## src/sv/mfld_pkg.sv

```systemverilog
// Shared types and constants for the mono frame buffer line draw engine.
// No dependencies; imported by the controller, the datapath and the top level.
`default_nettype none

package mfld_pkg;

  // Default frame geometry
  localparam int DEF_FRAME_WIDTH  = 200;
  localparam int DEF_FRAME_HEIGHT = 200;

  // Pixel and byte constants
  localparam logic [7:0] PIX_MSB  = 8'h80;  // leftmost pixel of a byte
  localparam logic [2:0] BIT_MASK = 3'h7;   // pixel position within a byte
  localparam logic [7:0] WHITE    = 8'hFF;  // eight white pixels

  // Operation codes; six and seven are unused
  typedef enum logic [2:0] {
    OP_CLEAR = 3'd0,
    OP_HLINE = 3'd1,
    OP_VLINE = 3'd2,
    OP_RECT  = 3'd3,
    OP_WRITE = 3'd4,
    OP_READ  = 3'd5
  } op_t;

  // Controller states
  typedef enum logic [3:0] {
    ST_INIT,
    ST_IDLE,
    ST_DECODE,
    ST_CLEAR,
    ST_SEG_SORT,
    ST_SEG_CLIP,
    ST_SEG_ADDR,
    ST_PIX_RD,
    ST_PIX_WR,
    ST_ACCESS,
    ST_FINISH
  } ctrl_state_t;

  // Commands from controller to datapath
  typedef struct packed {
    logic latch_cmd;    // capture an accepted word
    logic seg_first;    // start at the first segment
    logic seg_next;     // move to the next segment
    logic seg_sort;     // order the segment ends
    logic seg_clip;     // clamp the segment to the frame
    logic seg_addr;     // compute start address and run length
    logic clr_start;    // reset the sweep address
    logic clr_step;     // write white and advance the sweep
    logic pix_rd;       // read the byte under the run
    logic pix_wr;       // write back the byte with pixels blackened
    logic pix_adv;      // step to the next byte of the run
    logic byte_acc;     // single byte write or read by index
    logic load_result;  // load the output register
  } cmd_t;

  // Status from datapath to controller
  typedef struct packed {
    logic [2:0] op;
    logic       seg_last;
    logic       seg_vis;
    logic       run_last;
    logic       clr_last;
  } status_t;

endpackage

`default_nettype wire

```

## src/sv/mfld_ctrl.sv

```systemverilog
// Controller state machine for the mono frame buffer line draw engine.
// Depends on mfld_pkg; drives mfld_datapath through cmd_t and reads status_t.
`default_nettype none

module mfld_ctrl
  import mfld_pkg::*;
(
  input  wire logic    clk,
  input  wire logic    rst,
  input  wire logic    in_valid,
  output logic         in_ready,
  output logic         out_valid,
  input  wire logic    out_ready,
  input  wire status_t sts,
  output cmd_t         cmd
);

  ctrl_state_t state, state_next;
  logic        report, report_next;
  logic        out_valid_next;

  // State, report flag and output valid registers
  always_ff @(posedge clk) begin
    if (rst) begin
      state     <= ST_INIT;
      report    <= 1'b0;
      out_valid <= 1'b0;
    end else begin
      state     <= state_next;
      report    <= report_next;
      out_valid <= out_valid_next;
    end
  end

  // Next state and commands
  always_comb begin
    logic seg_done;
    state_next     = state;
    report_next    = report;
    cmd            = '0;
    seg_done       = 1'b0;
    in_ready       = 1'b0;
    out_valid_next = out_valid && !out_ready;

    unique case (state)
      ST_INIT: begin
        cmd.clr_start = 1'b1;
        state_next    = ST_CLEAR;
      end
      ST_IDLE: begin
        in_ready      = 1'b1;
        cmd.latch_cmd = in_valid;
        if (in_valid) state_next = ST_DECODE;
      end
      ST_DECODE: begin
        case (sts.op) inside
          OP_CLEAR: begin
            cmd.clr_start = 1'b1;
            report_next   = 1'b1;
            state_next    = ST_CLEAR;
          end
          OP_HLINE, OP_VLINE, OP_RECT: begin
            cmd.seg_first = 1'b1;
            state_next    = ST_SEG_SORT;
          end
          OP_WRITE, OP_READ: state_next = ST_ACCESS;
          default:           state_next = ST_FINISH;
        endcase
      end
      ST_CLEAR: begin
        cmd.clr_step = 1'b1;
        if (sts.clr_last) state_next = report ? ST_FINISH : ST_IDLE;
      end
      ST_SEG_SORT: begin
        cmd.seg_sort = 1'b1;
        state_next   = ST_SEG_CLIP;
      end
      ST_SEG_CLIP: begin
        cmd.seg_clip = 1'b1;
        state_next   = ST_SEG_ADDR;
      end
      ST_SEG_ADDR: begin
        cmd.seg_addr = 1'b1;
        if (sts.seg_vis) state_next = ST_PIX_RD;
        else             seg_done   = 1'b1;
      end
      ST_PIX_RD: begin
        cmd.pix_rd = 1'b1;
        state_next = ST_PIX_WR;
      end
      ST_PIX_WR: begin
        cmd.pix_wr = 1'b1;
        if (sts.run_last) begin
          seg_done = 1'b1;
        end else begin
          cmd.pix_adv = 1'b1;
          state_next  = ST_PIX_RD;
        end
      end
      ST_ACCESS: begin
        cmd.byte_acc = 1'b1;
        state_next   = ST_FINISH;
      end
      ST_FINISH: begin
        // Hold the result until the output register is free
        if (!out_valid || out_ready) begin
          cmd.load_result = 1'b1;
          out_valid_next  = 1'b1;
          state_next      = ST_IDLE;
        end
      end
      default: state_next = ST_INIT;
    endcase

    // Advance to the next segment or finish the command
    if (seg_done) begin
      if (sts.seg_last) begin
        state_next = ST_FINISH;
      end else begin
        cmd.seg_next = 1'b1;
        state_next   = ST_SEG_SORT;
      end
    end
  end

`ifndef SYNTHESIS
  a_no_overwrite: assert property (@(posedge clk) disable iff (rst)
    cmd.load_result |-> (!out_valid || out_ready))
    else $error("result loaded over a waiting word");

  a_wr_after_rd: assert property (@(posedge clk) disable iff (rst)
    state == ST_PIX_WR |-> $past(state) == ST_PIX_RD)
    else $error("write-back without a preceding read");

  a_accept_decode: assert property (@(posedge clk) disable iff (rst)
    in_valid && in_ready |=> state == ST_DECODE)
    else $error("accepted word not decoded");

  a_one_writer: assert property (@(posedge clk) disable iff (rst)
    $onehot0({cmd.pix_wr, cmd.clr_step, cmd.byte_acc, cmd.pix_rd}))
    else $error("two store accesses in one cycle");
`endif

endmodule

`default_nettype wire

```

## config.mk

```make
export PLATFORM = sky130hd
export DESIGN_NAME = mfld_ctrl
export DESIGN_NICKNAME = d
export VERILOG_FILES = /design/src/sv/mfld_pkg.sv /design/src/sv/mfld_ctrl.sv
export SDC_FILE = /design/constraint.sdc
export NUM_CORES = 1
export LEC_CHECK = 0
export ABC_AREA = 1
export BUFFER_PORTS_ARGS = -buffer_cell sky130_fd_sc_hd__buf_2
export CAP_MARGIN = 20
export CORE_MARGIN = 2
export CORE_UTILIZATION = 30
export DETAILED_ROUTE_END_ITERATION = 10
export GPL_TIMING_DRIVEN = 1
export SYNTH_ARGS = -nofsm -noshare
export SYNTH_HDL_FRONTEND = slang
export SYNTH_SLANG_ARGS = --single-unit
```

## constraint.sdc

```tcl
create_clock -name clk -period 2.47 [get_ports clk]
set_clock_uncertainty 0.2 [all_clocks]
set_input_delay 0.1235 -clock clk [delete_from_list [all_inputs] [get_ports clk]]
set_output_delay 0.1235 -clock clk [all_outputs]
set_load 0.1 [all_outputs]
```

# Yosys cells after proc, flatten, opt, wreduce, memory -nomap -nowiden
# Index checks and enable logic that the tools add are counted.
[op_classes] reduce_logical=10 muxes=36 n_eq_ne=20
[ops] cell="$pmux W4 S11" count=1
[ops] cell="$mux W4" count=10
[ops] cell="$mux W1" count=21
[ops] cell="$eq A4 B3 Y1 const B" count=4
[ops] cell="$ne A3 B3 Y1 const B" count=5
[ops] cell="$eq A4 B4 Y1 const B" count=3
[ops] cell="$eq A4 B2 Y1 const B" count=2
[ops] cell="$eq A3 B2 Y1 const B" count=2
[ops] cell="$eq A3 B3 Y1 const B" count=2
[ops] cell="$reduce_and A5 Y1" count=1
[ops] cell="$eq A4 B1 Y1 const B" count=1
[ops] cell="$logic_not A4 Y1" count=1
[ops] cell="$mux W2" count=2
[ops] cell="$pmux W1 S2" count=2
[ops] cell="$eq A3 B1 Y1 const B" count=1
[ops] cell="$logic_not A3 Y1" count=1
[ops] cell="$reduce_or A3 Y1" count=1
[ops] cell="$logic_not A1 Y1" count=2
[ops] cell="$reduce_and A2 Y1" count=1
[ops] cell="$reduce_or A2 Y1" count=1
[ops] cell="$logic_and A1 B1 Y1" count=1
[ops] cell="$logic_or A1 B1 Y1" count=1
[word_totals] output_inout_bits=15 in_bits=11 register_bits=6

# Depth between registers and ports, before layout
[logic_depth] ltp_word=7 mapped_depth=8 depth_no_buf=8

# Worst setup path before layout
# No wires, ideal clock.
[synth_timing] path_kind="reg-to-output" from="register state[3]" to="output cmd[6] (netlist bit)" stages_incl_launch_ff=4 setup_slack_ns=-0.636 t_required_ns=2.146 arrival_ns=2.782 path_cell_list="dfxtp_1 nor2_2 inv_2 o21ai_0"
[synth_rtl] item="from (decl)" line="mfld_ctrl.sv:18" rtl="ctrl_state_t state, state_next;"
[synth_rtl] item="from (signal assigned)" line="mfld_ctrl.sv:29" rtl="state <= state_next;"
[synth_rtl] item="to (decl)" line="mfld_ctrl.sv:15" rtl="output cmd_t cmd"

==> run summary <==
status - completed
die height - 48.18 um
Tmin final - 2.196 ns
antenna-violating nets left - 0
area share of the largest cell type after synthesis - 0.2051
Worst path slowest cell - dfxtp_1
GP Congestion - 0.8600
initial antenna violation count - 0
synthesized instance count - 110
Post-CTS Hold Fix Bufs - 2
final setup margin - 0.2737 ns
area added between synthesis and finish - 35.26%
PostCTS Resize Cnt - 0
mean post-synth cell area - 5.323 um2
count of pins over their slew limit - 0
Max clock buf depth - 2
pre-CTS setup slack - 0.5464 ns
# clock sinks - 6
first-pass GRT wire length - 2290 um
Critical Path Start Type - register
crit-path most repeated cell - inv_2
DRC viols - 0
final setup fails - 0
via count - 714
detailed placement HPWL - 1289 um
Die Wd - 48.18 um
number of diodes - 0
layout cells sized above 1 - 0.2837
clk root buf - clkbuf_4
synth unique cells - 17
WP buf/inv - 4
Die Area - 2321 um2
H-Tree Depth - 1
postcts setup bufs - 0
largest family of logic cells by synthesized area - simple AND/OR/NAND/NOR gates
max_cap viols - 0
Detailed Routing Iterations Pass 1 - 4
Power per Cell Area - 1496 nW/um2
Starting Density - 0.3284
HP Class - primary input to register
Synth Area in XOR/XNOR - 0
RSZ-0062 raised after global routing - false
total grt overflow - 0
CP Max Fanout - 5
CTS tree - done
crit-path leading delay family - buffers and inverters
core area - 1783 um2
CP max stage delay - 0.46 ns
post-synthesis mux area share - 0
Clock Pin Slew Worst Setup and Hold Paths - 0.05 ns
Yosys reg bits - 6
critical path capture point type - output port
CP required - 2.15 ns
hold path cells - 3
CP Class - register to output port
top cells by area, synth - dfxtp_1 21%, nand2_1 19%, inv_1 16%
DP Cell Count - 161
Post-Synth Adder-Cell Area - 0
total negative slack - 0 ns
initial DRC count - 9
YS warnings - 0
Top-Level Pins - 26
Port Buffers - 25
Max-Slew Margin vs Limit - 0.6771
worst slew pin tran - 0.4877 ns
row cnt - 15
critical path, cell by cell - inv_2 > nor2_4 > nand3_2 > nand2_2 > inv_2 > or2_1 > inv_1 > buf_2
cts bufs inserted - 3
final wirelength - 1472 um
Worst-Skew Late Latency - 0.25 ns
Fmax - 455.3 MHz
Vias/cell - 4.301
Crit. path cell count - 8
area leader, netlist - dfxtp_1
Tcrit/Tclk final - 0.8892
fin cells - 166
area share of and/or/nand/nor cells after synthesis - 0.5085
WP data arrival - 1.87 ns
leakage - 0.0005333 uW
Post-Syn Area - 585.6 um2
Final Hold Viols - 0
R2R depth - 7
syn_nets - 121
Compound-Gate Fraction of Synth Area - 0.1004
DR WL/cell - 8.867 um
Max rail drop VDD - 0.0004734 V
register area share after synthesis - 0.2051
Layout Nets - 154
largest net degree at the start of global routing - 8
Tot GR Track Use - 0.1448
vias in the first global route - 543
[area by class of cell]
| class | instances | area (um2) |
|---|---|---|
| timing repair buffer | 28 | 152.6 |
| tap | 25 | 31.28 |
| multi-input combinational | 75 | 356.6 |
| fill | 208 | 991.0 |
| sequential | 6 | 120.1 |
| inverter | 29 | 108.9 |
| clock buffer | 3 | 22.52 |
[logic make-up after synthesis]
group,after synthesis
simple gates,64
buf+inv,29
compound gates,11
flops,6
[cells in the final DEF (no fill, tap or decap), types with 2 or more instances in the layout]
cell,Yosys,final
nor2_4,3,3
dfxtp_1,6,6
nor2_1,16,16
nand3b_1,2,2
o21ai_0,3,2
nand3_1,9,9
a21oi_1,6,6
buf_2,0,25
dlygate4sd3_1,0,2
clkbuf_4,0,3
nand2_1,29,29
o21ai_1,1,2
inv_2,4,4
inv_1,25,25
[path summary, 6_finish.rpt]
path         startpoint  endpoint  slack [ns]
max reg2reg    state[3]  state[2]        0.90
max            state[3]   cmd[10]        0.27
min              sts[3]  state[1]       0.006
min reg2reg      report    report        0.26
[through the flow]
stage	hold slack, ns	instance area, um2	util	power, uW
final	0.006196	792.0	0.4442	1185
after global routing	0.02153	792.0	0.4442	1280
after CTS	0.004689	792.0	0.4442	1192
after detailed placement	0.1825	749.5	0.4204	1091
after global placement	0.1822	749.5	0.4204	1096
after floorplan	-0.01406	585.6	-	932.8
[registers in the layout, indices dropped and copies added (netlist names)]
signal / count
report: 1
out_valid: 1
state: 4
[synthesized netlist by cell type, drive strengths merged]
cell,n
a21oi,7
dfxtp,6
inv,29
nand2,30
nand3,10
nand3b,2
nand4,1
nor2,20
o21ai,4
or2,1
[tightest hold or removal path, stage by stage]
cell and delay [ns]:
buf_2 0.10, a21oi_1 0.07, a21oi_1 0.13
[layer usage]
layer / vias to the layer above / track usage / wire length, um
met5: - / 0 / 0
met2: 24 / 0.2053 / 629
met1: 293 / 0.1929 / 726
met3: 4 / 0.05185 / 91
met4: 0 / 0.07027 / 26
li1: 393 / - / -
[report_power, final]
part           internal, uW  switching, uW  leakage [uW]
sequential              129           46.1     0.0000492
clock                  55.2           38.7     0.0000138
combinational           197            719      0.000470
Power figures use the tool's default switching activity.
